===== src/hw/rtl/hwsd_pkg.sv =====
// hwsd_pkg: shared types and constants for the hall wheel speed/direction block
// sequencer states, register indexes, reset values and datapath widths
// no dependencies
package hwsd_pkg;

  // register indexes on the configuration port
  typedef enum logic [2:0] {
    REG_TRAVEL   = 3'd0,
    REG_TOP      = 3'd1,
    REG_FULL     = 3'd2,
    REG_STOP     = 3'd3,
    REG_INVERT   = 3'd4,
    REG_REVERSE  = 3'd5
  } hwsd_reg_t;

  typedef enum logic [2:0] {
    ST_IDLE,
    ST_MUL,
    ST_SCALE,
    ST_DIV_MAG,
    ST_READ,
    ST_WRITE,
    ST_DIV_AVG,
    ST_DONE
  } hwsd_state_t;

  localparam int AVG_LEN_DEF = 8;
  localparam int CFG_IDX_W   = 3;
  localparam int CFG_DATA_W  = 16;
  localparam int MAG_W       = 7;
  localparam int MS_W        = 16;
  localparam int NUM_W       = 20;          // travel * 10
  localparam int DEN_W       = 32;          // top_speed * ticks
  localparam int PROD_W      = 27;          // travel * 10 * full_scale
  localparam int QSHIFT      = MAG_W - 1;   // first divider shift
  localparam int DS_W        = DEN_W + QSHIFT;

  localparam logic [15:0]      TRAVEL_RST = 16'd100;
  localparam logic [15:0]      TOP_RST    = 16'd100;
  localparam logic [MAG_W-1:0] FULL_RST   = 7'd127;
  localparam logic [15:0]      STOP_RST   = 16'd500;
  localparam logic [MS_W-1:0]  MS_MAX     = 16'hFFFF;

endpackage


===== src/hw/rtl/hall_wheel_speed_direction.sv =====
// hall_wheel_speed_direction: trigger-driven wheel speed, rolling average, signed axis
// a stop report runs READ, WRITE, DONE; a trigger report runs MUL, SCALE, the 7-step
// magnitude divider in DIV_MAG when it runs, READ, WRITE, DIV_AVG, DONE; a tick with no
// result stays idle; one request at a time, the next taken back in idle after the result
// is put in the output register, which only waits while the previous result is unaccepted
// reset: sync active-low; control state, ring valid bits, register defaults; uses hwsd_pkg
module hall_wheel_speed_direction #(
  parameter int AVG_LEN = hwsd_pkg::AVG_LEN_DEF
) (
  input  logic                            clk,
  input  logic                            rst_n,
  input  logic                            in_valid,
  output logic                            in_ready,
  input  logic                            in_hall_inner,
  input  logic                            in_hall_middle,
  input  logic                            in_hall_outer,
  output logic                            out_valid,
  input  logic                            out_ready,
  output logic signed [7:0]               out_axis_value,
  output logic                            out_stop_report,
  input  logic                            cfg_wr_en,
  input  logic [hwsd_pkg::CFG_IDX_W-1:0]  cfg_index,
  input  logic [hwsd_pkg::CFG_DATA_W-1:0] cfg_wdata
);

  localparam int MAG_W   = hwsd_pkg::MAG_W;
  localparam int PTR_W   = (AVG_LEN > 1) ? $clog2(AVG_LEN) : 1;
  localparam int TOT_MAX = AVG_LEN * ((1 << MAG_W) - 1);
  localparam int TOT_W   = $clog2(TOT_MAX + 1);
  localparam int PROD_W  = hwsd_pkg::PROD_W;
  localparam int DS_W    = hwsd_pkg::DS_W;
  localparam int DEN_W   = hwsd_pkg::DEN_W;
  localparam int NUM_W   = hwsd_pkg::NUM_W;
  localparam int MS_W    = hwsd_pkg::MS_W;
  // average by reciprocal multiply, exact over the whole total range
  localparam int RCP_SH  = TOT_W + 7;
  localparam int RCP_M   = ((1 << RCP_SH) + AVG_LEN - 1) / AVG_LEN;
  localparam int AVG_PW  = RCP_SH + MAG_W + 1;

  // configuration registers
  logic [15:0]      travel_r, top_r, stop_delay_r;
  logic [MAG_W-1:0] full_r;
  logic             invert_r, reverse_r;

  always_ff @(posedge clk) begin
    if (!rst_n) begin
      travel_r     <= hwsd_pkg::TRAVEL_RST;
      top_r        <= hwsd_pkg::TOP_RST;
      full_r       <= hwsd_pkg::FULL_RST;
      stop_delay_r <= hwsd_pkg::STOP_RST;
      invert_r     <= 1'b0;
      reverse_r    <= 1'b0;
    end else if (cfg_wr_en) begin
      unique case (cfg_index)
        hwsd_pkg::REG_TRAVEL:  travel_r     <= cfg_wdata;
        hwsd_pkg::REG_TOP:     top_r        <= cfg_wdata;
        hwsd_pkg::REG_FULL:    full_r       <= cfg_wdata[MAG_W-1:0];
        hwsd_pkg::REG_STOP:    stop_delay_r <= cfg_wdata;
        hwsd_pkg::REG_INVERT:  invert_r     <= cfg_wdata[0];
        hwsd_pkg::REG_REVERSE: reverse_r    <= cfg_wdata[0];
        default: ;
      endcase
    end
  end

  // ring memory, registered read
  logic [MAG_W-1:0] ring_mem [AVG_LEN];
  logic [MAG_W-1:0] ring_rd_r;
  logic [AVG_LEN-1:0] ring_vld_r;

  // control and datapath registers
  hwsd_pkg::hwsd_state_t state_r, state_nxt;
  logic [2:0]        prev_r;
  logic [MS_W-1:0]   elapsed_r;
  logic              halted_r;
  logic [PTR_W-1:0]  ptr_r;
  logic [TOT_W-1:0]  total_r;
  logic [MS_W-1:0]   t_r;
  logic              stop_r;
  logic              neg_r;
  logic [NUM_W-1:0]  num_r;
  logic [DEN_W-1:0]  den_r;
  logic [PROD_W-1:0] rem_r;
  logic [DS_W-1:0]   ds_r;
  logic [MAG_W-1:0]  q_r;
  logic [MAG_W-1:0]  mag_r;
  logic [2:0]        cnt_r;
  logic              out_valid_r;
  logic signed [7:0] out_axis_r;
  logic              out_stop_r;

  // request decode
  logic [2:0]      now;
  logic [MS_W-1:0] el_inc;
  logic            trig, stop_hit, accept;
  logic [2:0]      prev_succ;
  logic            dir_neg;

  assign now      = 3'(in_hall_inner) + {1'b0, in_hall_middle, 1'b0}
                  + {1'b0, in_hall_outer, in_hall_outer};
  assign el_inc   = (elapsed_r == hwsd_pkg::MS_MAX) ? elapsed_r : elapsed_r + 1'b1;
  assign trig     = (now != 3'd0) && (now != prev_r);
  assign stop_hit = !trig && !halted_r && (el_inc > stop_delay_r);
  assign accept   = in_valid && in_ready;
  assign prev_succ = (prev_r == 3'd3) ? 3'd1 : prev_r + 3'd1;
  // backward when the previous weight is 1, 2 or 3 and this is not its successor, xor reverse
  assign dir_neg  = ((prev_r == 3'd1 || prev_r == 3'd2 || prev_r == 3'd3) && now != prev_succ)
                    ^ reverse_r;

  // divider step, one quotient bit a cycle
  logic              div_ge;
  logic [PROD_W-1:0] div_rem;
  logic [MAG_W-1:0]  div_q;
  assign div_ge  = {{(DS_W-PROD_W){1'b0}}, rem_r} >= ds_r;
  assign div_rem = div_ge ? rem_r - ds_r[PROD_W-1:0] : rem_r;
  assign div_q   = {q_r[MAG_W-2:0], div_ge};

  // ring update
  logic [PTR_W-1:0] ptr_inc;
  logic [MAG_W-1:0] old_mag;
  logic [TOT_W-1:0] total_nxt;
  assign ptr_inc   = (ptr_r == PTR_W'(AVG_LEN - 1)) ? '0 : ptr_r + 1'b1;
  assign old_mag   = ring_vld_r[ptr_r] ? ring_rd_r : '0;
  assign total_nxt = total_r - TOT_W'(old_mag) + TOT_W'(mag_r);

  logic [AVG_PW-1:0] avg_prod;
  assign avg_prod = AVG_PW'(total_r) * AVG_PW'(RCP_M);

  // axis value
  logic signed [8:0] mag_s, val_s;
  assign mag_s = invert_r ? $signed({2'b00, full_r}) - $signed({2'b00, q_r})
                          : $signed({2'b00, q_r});
  assign val_s = neg_r ? -mag_s : mag_s;

  logic out_free;
  assign out_free = !out_valid_r || out_ready;

  always_ff @(posedge clk) begin
    if (!rst_n) state_r <= hwsd_pkg::ST_IDLE;
    else        state_r <= state_nxt;
  end

  always_comb begin
    state_nxt = state_r;
    in_ready  = 1'b0;
    unique case (state_r)
      hwsd_pkg::ST_IDLE: begin
        in_ready = 1'b1;
        if (in_valid) begin
          if (trig)          state_nxt = hwsd_pkg::ST_MUL;
          else if (stop_hit) state_nxt = hwsd_pkg::ST_READ;
        end
      end
      hwsd_pkg::ST_MUL:   state_nxt = hwsd_pkg::ST_SCALE;
      hwsd_pkg::ST_SCALE: begin
        if (travel_r == '0 || {{(DEN_W-NUM_W){1'b0}}, num_r} >= den_r)
          state_nxt = hwsd_pkg::ST_READ;
        else
          state_nxt = hwsd_pkg::ST_DIV_MAG;
      end
      hwsd_pkg::ST_DIV_MAG: if (cnt_r == 3'd0) state_nxt = hwsd_pkg::ST_READ;
      hwsd_pkg::ST_READ:    state_nxt = hwsd_pkg::ST_WRITE;
      hwsd_pkg::ST_WRITE:   state_nxt = stop_r ? hwsd_pkg::ST_DONE : hwsd_pkg::ST_DIV_AVG;
      hwsd_pkg::ST_DIV_AVG: state_nxt = hwsd_pkg::ST_DONE;
      hwsd_pkg::ST_DONE:    if (out_free) state_nxt = hwsd_pkg::ST_IDLE;
      default:              state_nxt = hwsd_pkg::ST_IDLE;
    endcase
  end

  // control state
  always_ff @(posedge clk) begin
    if (!rst_n) begin
      prev_r      <= '0;
      elapsed_r   <= '0;
      halted_r    <= 1'b0;
      ptr_r       <= '0;
      total_r     <= '0;
      ring_vld_r  <= '0;
      cnt_r       <= '0;
      out_valid_r <= 1'b0;
    end else begin
      if (accept) begin
        if (trig) begin
          prev_r    <= now;
          elapsed_r <= '0;
          halted_r  <= 1'b0;
        end else begin
          elapsed_r <= el_inc;
          if (stop_hit) halted_r <= 1'b1;
        end
      end
      if (state_r == hwsd_pkg::ST_READ) ptr_r <= ptr_inc;
      if (state_r == hwsd_pkg::ST_WRITE) begin
        total_r           <= total_nxt;
        ring_vld_r[ptr_r] <= 1'b1;
      end
      if (state_r == hwsd_pkg::ST_SCALE)
        cnt_r <= 3'(MAG_W - 1);
      else if (state_r == hwsd_pkg::ST_DIV_MAG && cnt_r != 3'd0)
        cnt_r <= cnt_r - 3'd1;
      if (state_r == hwsd_pkg::ST_DONE && out_free) out_valid_r <= 1'b1;
      else if (out_ready)                           out_valid_r <= 1'b0;
    end
  end

  // datapath
  always_ff @(posedge clk) begin
    if (accept) begin
      t_r    <= el_inc;
      stop_r <= !trig;
      neg_r  <= dir_neg;
      mag_r  <= '0;
    end
    unique case (state_r)
      hwsd_pkg::ST_MUL: begin
        num_r <= NUM_W'({travel_r, 3'b000}) + NUM_W'({travel_r, 1'b0});
        den_r <= DEN_W'(top_r) * DEN_W'(t_r);
      end
      hwsd_pkg::ST_SCALE: begin
        if (travel_r == '0)                                  mag_r <= '0;
        else if ({{(DEN_W-NUM_W){1'b0}}, num_r} >= den_r)    mag_r <= full_r;
        rem_r <= PROD_W'(num_r) * PROD_W'(full_r);
        ds_r  <= {den_r, {hwsd_pkg::QSHIFT{1'b0}}};
        q_r   <= '0;
      end
      hwsd_pkg::ST_DIV_MAG: begin
        rem_r <= div_rem;
        ds_r  <= ds_r >> 1;
        q_r   <= div_q;
        if (cnt_r == 3'd0) mag_r <= div_q;
      end
      hwsd_pkg::ST_DIV_AVG: begin
        q_r <= avg_prod[RCP_SH +: MAG_W];
      end
      hwsd_pkg::ST_DONE: begin
        if (out_free) begin
          out_axis_r <= stop_r ? 8'sd0 : val_s[7:0];
          out_stop_r <= stop_r;
        end
      end
      default: ;
    endcase
  end

  // ring memory ports
  always_ff @(posedge clk) begin
    if (state_r == hwsd_pkg::ST_READ)  ring_rd_r       <= ring_mem[ptr_inc];
    if (state_r == hwsd_pkg::ST_WRITE) ring_mem[ptr_r] <= mag_r;
  end

  assign out_valid       = out_valid_r;
  assign out_axis_value  = out_axis_r;
  assign out_stop_report = out_stop_r;

  // the running total never exceeds a full ring at the top magnitude
  a_total_bound: assert property (@(posedge clk) disable iff (!rst_n)
    total_r <= TOT_W'(TOT_MAX))
    else $error("ring total out of range");

  // a stop report always carries a zero axis value
  a_stop_zero: assert property (@(posedge clk) disable iff (!rst_n)
    (out_valid && out_stop_report) |-> (out_axis_value == 8'sd0))
    else $error("stop report with nonzero value");

  // a stop report is only produced once the halted flag has been set
  a_stop_halted: assert property (@(posedge clk) disable iff (!rst_n)
    (state_r == hwsd_pkg::ST_DONE && stop_r) |-> halted_r)
    else $error("stop report without halt");

  // the divider pass starts from the full step count
  a_div_start: assert property (@(posedge clk) disable iff (!rst_n)
    (state_r == hwsd_pkg::ST_SCALE) |=> (cnt_r == 3'(MAG_W - 1)))
    else $error("divider pass started with wrong count");

endmodule


===== config.mk =====
export PLATFORM = sky130hd
export DESIGN_NAME = hall_wheel_speed_direction
export DESIGN_NICKNAME = d
export VERILOG_FILES = /design/src/hw/rtl/hwsd_pkg.sv /design/src/hw/rtl/hall_wheel_speed_direction.sv
export SDC_FILE = /design/constraint.sdc
export NUM_CORES = 2
export LEC_CHECK = 0
export ABC_CLOCK_PERIOD_IN_PS = 8300
export BUFFER_PORTS_ARGS = -buffer_cell sky130_fd_sc_hd__buf_2
export CAP_MARGIN = 20
export CORE_MARGIN = 8
export CORE_UTILIZATION = 60
export CTS_BUF_LIST = sky130_fd_sc_hd__clkbuf_2
export DETAILED_ROUTE_END_ITERATION = 12
export GPL_TIMING_DRIVEN = 0
export PLACE_DENSITY_LB_ADDON = 0.15
export SETUP_SLACK_MARGIN = 0.05
export SLEW_MARGIN = 20
export SYNTH_ARGS = -nofsm -noshare
export SYNTH_HDL_FRONTEND = slang
export SYNTH_SLANG_ARGS = --single-unit

===== constraint.sdc =====
create_clock -name clk -period 8.3 [get_ports clk]
set_clock_uncertainty 0.15 [all_clocks]
set_input_delay 0 -clock clk [delete_from_list [all_inputs] [get_ports clk]]
set_output_delay 0 -clock clk [all_outputs]
set_load 0.02 [all_outputs]

== Yosys cells after proc, flatten, opt, wreduce, memory -nomap -nowiden ==
Memories as Yosys holds them, arrays and structs flattened. A register that Yosys moved wholly into a read port is not among the register bits.
Cells that the tools add are included.
Storage, ports and cells
  register bits: 263
  memory bits (writable): 56
  input port bits: 27
  output and inout bits: 11
  logic and storage cells: 149
  memories kept: 1
Memories
  ring_mem: depth 8, width 7, read ports 1, clocked after memory_dff 1, wr ports 1, line hall_wheel_speed_direction.sv:67  | logic [MAG_W-1:0] ring_mem [AVG_LEN];
Operators by class
  add/sub/neg operators: 12
  multiply operators: 2
  magnitude comparators: 5
  equality and inequality tests: 24
  muxes and demuxes: 37
  bitwise gates (word level): 3
  reductions and logical operators: 38
Operators with widths (number)
  case mux 38 bit (2 select lines): 1
  case mux 27 bit (2 select lines): 1
  >= comparator 27 x 38 -> 1 bit: 1
  two-way mux 7 bit: 5
  >= comparator 20 x 32 -> 1 bit: 1
  multiplier 16 x 16 -> 32 bit: 1
  two-way mux 16 bit: 2
  two-way mux 3 bit: 10
  multiplier 20 x 7 -> 27 bit: 1
  two-way mux 27 bit: 1
  subtractor 27 bit: 1
  case mux 3 bit (8 select lines): 1
  equality test 3 bit (second input constant): 7
  case mux 7 bit (3 select lines): 1
  adder 19 x 17 -> 20 bit: 1
  AND reduction 2 bit: 10
  equality test 3 x 2 -> 1 bit (second input constant): 6
  adder 16 x 1 -> 16 bit (second input constant): 1
  equality test 16 bit (second input constant): 1
  > comparator 16 bit: 1
  logical NOT 16 bit: 1
  two-way mux 8 bit: 2
  case mux 7 bit (2 select lines): 1
  adder 10 x 7 -> 10 bit: 1
  other kinds (28): 62

== Depth between registers and ports, before layout ==
  word-level depth: 11
  depth in mapped cells: 24
  gate-level depth less buffers: 23

== Least setup slack after synthesis ==
OpenSTA, ideal clock, no wires.
  path kind: register to register
  start: reg t_r[9]
  end: reg den_r[31] (data pin)
  library setup time: 0.260 ns
  arrival time: 5.983 ns
  data required time: 7.890 ns
  slack: 1.907 ns
  stages on the path, launching flop included: 24
  path buffers: 1
  period minus slack after synthesis: 6.393 ns
  cell sequence: edfxtp_1 > clkbuf_1 > nand2_1 > fa_1 > inv_1 > fa_1 > inv_1 > fa_1 > inv_1 > fa_1 > fa_1 > inv_1 > fa_1 > inv_1 > ha_1 > a211oi_1 > o21ai_0 > a21oi_1 > a21boi_2 > a311oi_1 > a21oi_1 > a41oi_2 > a31oi_1 > xnor2_1
Between the ends
  cells in the longest elaborated chain, start to end: 1
Ends and longest elaborated chain
  start, declared: line hall_wheel_speed_direction.sv:78  | logic [MS_W-1:0] t_r;
  start signal, assigned: line hall_wheel_speed_direction.sv:209  | t_r <= el_inc;
  multiplier 16 x 16 -> 32 bit: line hall_wheel_speed_direction.sv:217  | den_r <= DEN_W'(top_r) * DEN_W'(t_r);
  end signal, assigned: line hall_wheel_speed_direction.sv:217
  end, declared: line hall_wheel_speed_direction.sv:82  | logic [DEN_W-1:0] den_r;
No other way between the ends.
A chain may end at the register's enable or synchronous reset.

== Final worst setup path ==
  start: reg top_r[5]
  end: reg den_r[31] (data pin)
Between the ends
  cells in the longest elaborated chain, start to end: 1
Ends and longest elaborated chain
  start, declared: line hall_wheel_speed_direction.sv:41  | logic [15:0] travel_r, top_r, stop_delay_r;
  start signal, assigned: line hall_wheel_speed_direction.sv:48  | top_r <= hwsd_pkg::TOP_RST;
  start signal, assigned: line hall_wheel_speed_direction.sv:56  | hwsd_pkg::REG_TOP: top_r <= cfg_wdata;
  multiplier 16 x 16 -> 32 bit: line hall_wheel_speed_direction.sv:217
No other way between the ends.

==> impl_metrics.yaml <==
outcome:
  status: "finished, final reports clean"
global_routing:
  grt_pass1_vias: 23466
  overflow: 0
  grt_antenna_before_repair: 3
  grt_max_degree: 28
  grt_pass1_wl_um: 123000
  grt_usage_pct: 27.6
clock_network:
  cts_tree: "built"
  cts-root-buf: "clkbuf_2"
  hold_buffers: 86
  clockBufferDepth: 3
  cts-buffers-inserted: 87
  clk_pin_slew_ns: 0.11
  clkLatencyLatePin_ns: 1.05
  htreeDepth: 3
  cts_resized: 0
  cts_setup_buffers: 0
  clock-sinks: 325
floorplanning:
  num_io_pins: 38
  start_util_pct: 60.7
  core_area_um2: 47700
  fp-row-count: 80
  dieArea_um2: 55600
  dieHeight_um: 236
  die_w_um: 236
place:
  port_buffers: 34
  place_area_um2: 30100
  gp_congestion: 0.935
  place_ws_ns: 0.788
  dp_hpwl_um: 58200
yosys:
  yosysTopAreaCell: "edfxtp_1"
  synth_top_area_share_pct: 22.1
  syn_inst: 3072
  synth_area_per_cell_um2: 9.43
  syn_nets: 3639
  ys_top_cells_by_count: "nand2_1 (484), inv_1 (451), fa_1 (289), ha_1 (251), edfxtp_1 (213)"
  ys_seq_area_share_pct: 29.8
  yosys_warnings: 0
  async_flop_share_pct: 0
  ys.flop_type: "edfxtp_1"
  synth_area_um2: 29000
  synth_cell_types: 87
  ys_seq_elements: 325
  synth-edff-count: 213
  synth.most_common_cell: "nand2_1"
  synth_area_leaders: "edfxtp_1 (22%), fa_1 (20%), ha_1 (11%)"
power:
  power.switching_mw: 6.24
  sequentialPowerShare_pct: 20.2
  powerDensity_nw_per_um2: 408
  irDropWorstVdd_mv: 0.634
  p_leak_nw: 14.5
  power.internal_mw: 6.74
  power.clock.fraction_pct: 9.6
  pwr-share-comb_pct: 70.2
  sw_frac_of_total_pct: 48.1
  finalPower_mw: 13.0
layout:
  design_area_um2: 31800
  syn_to_final_growth_pct: 9.73
  drive_gt1_share_pct: 6.90
  nets: 3857
route:
  drt_iter0_markers: 1920
  vias: 23048
  vias_per_cell: 5.79
  dr.pass1.iters: 6
  routed_wl_um: 76700
  drtAntennaViolNets: 0
  drcViolationCount: 0
  wire_per_inst_um: 19.3
setup_path:
  crit_arrival_ns: 8.18
  critPathMaxFanout: 10
  critPathCaptureType: "register"
  required_ns: 8.90
  setup.worst_path.start_class: "register"
  critPathKind: "register to register"
sta:
  slew_violations: 0
  max_slew_margin_pct: 30.3
  final.period_utilization_pct: 91.3
  rsz0062_at_grt: "false"
  timing.fmax_ghz: 0.132
  worstMarginPinSlew_ns: 1.04
  finalCriticalPeriod_ns: 7.58
  setup_viol: 0
  finalSetupTns_ns: 0
  hold_viol: 0
  setup_ws_ns: 0.722
  holdWs_ns: 0.218
run:
  cap_viol_max_count: 0
hold_path:
  hp-class: "input port to register"
-- worst max-delay path: stages, from the launching register on --
cell and delay (ns):
dfxtp_1 0.58, clkbuf_1 0.61, nand2_1 0.17, fa_1 0.58, inv_1 0.06, fa_1 0.49, inv_1 0.05, fa_1 0.48
inv_1 0.06, fa_1 0.52, fa_1 0.55, inv_1 0.05, fa_1 0.61, inv_1 0.06, ha_1 0.36, and3_1 0.26
and3_1 0.19, a22oi_2 0.22, a21boi_2 0.11, a311oi_1 0.42, a21oi_1 0.17, a41oi_2 0.30, a31oi_1 0.14, xnor2_1 0.17
-- routing by layer --
metal	part of all wire [%]	global-route usage (%)
met5	0	0
met4	4.0	10.9
met3	7.9	6.95
met2	47	45.0
met1	41	35.1
-- metrics by stage --
stage / util [%] / std cells
after floorplan: - / 3072
after global placement: 62.7 / 3721
after detailed placement: 62.9 / 3730
after CTS: 66.6 / 3975
after global routing: 66.6 / 3979
final: 66.6 / 3979
-- area by class of cell --
| type | instances | area [µm²] |
|---|---|---|
| Fill cell | 3825 | 16000 |
| Multi-Input combinational cell | 2187 | 18300 |
| Tap cell | 615 | 769 |
| Clock buffer | 120 | 601 |
| Buffer | 107 | 417 |
| Inverter | 453 | 1700 |
| Clock inverter | 39 | 272 |
| Antenna cell | 4 | 10.0 |
| Timing Repair Buffer | 129 | 1110 |
| Sequential cell | 325 | 8640 |
-- cell usage in the layout, fill, tap and decap left out, drive strengths merged, types with 8 or more instances in the layout --
cell type,instances
a22oi,15
and3,23
fa,289
or3,10
a21boi,12
dlygate4sd3,86
o21a,25
clkinv,34
o21bai,8
a21oi,155
a21o,41
xnor2,69
o31ai,8
inv,453
ha,251
dfxtp,112
nor2b,27
o21ai,96
nor2,146
nand4,16
and2,173
edfxtp,213
buf,51
mux2i,20
nand3,46
a31oi,14
a211oi,14
nand2,485
o211ai,19
nand2b,21
nor3,42
clkbuf,219
nor4,14
xor2,43
-- power groups by stage --
stage	clock network, mW	logic, mW	registers (mW)
3_5_place_dp	0	8.98	2.65
3_3_place_gp	0	8.70	2.65
2_1_floorplan	0	6.83	2.56
4_1_cts	1.27	9.07	2.61
5_1_grt	1.35	10.2	2.64
6_report	1.25	9.11	2.62
-- state kept, by name (all words and copies together) (netlist names), 8 cells and up --
signal          count
num_r              19
travel_r           16
rem_r              27
total_r            10
top_r              16
ring_mem           56
stop_delay_r       16
ring_vld_r          8
t_r                16
out_axis_value      8
elapsed_r          16
den_r              32
ds_r               38
-- worst paths after layout --
check / to / depth (start not counted) / start / slack, ns
worst max-delay path: den_r[31] / 23 / top_r[5] / 0.72
worst min-delay path: travel_r[15] / 6 / cfg_index[1] / 0.22
worst max register to register: den_r[31] / 23 / top_r[5] / 0.72
worst min register to register: out_stop_report / 0 / stop_r / 0.31
-- cell families (layout without fill, tap and decap cells) --
family / Yosys count / after routing / share of synthesized area [%]
simple gates: 1037 / 1037 / 16.9
buf+inv: 560 / 848 / 7.30
fa+ha+maj: 540 / 540 / 30.8
compound gates: 468 / 468 / 10.4
flops: 325 / 325 / 29.8
xor+xnor: 112 / 112 / 3.39
mux: 30 / 30 / 1.35
other cells: 0 / 4 / 0
Note: power is estimated with default switching activity, not from simulation.
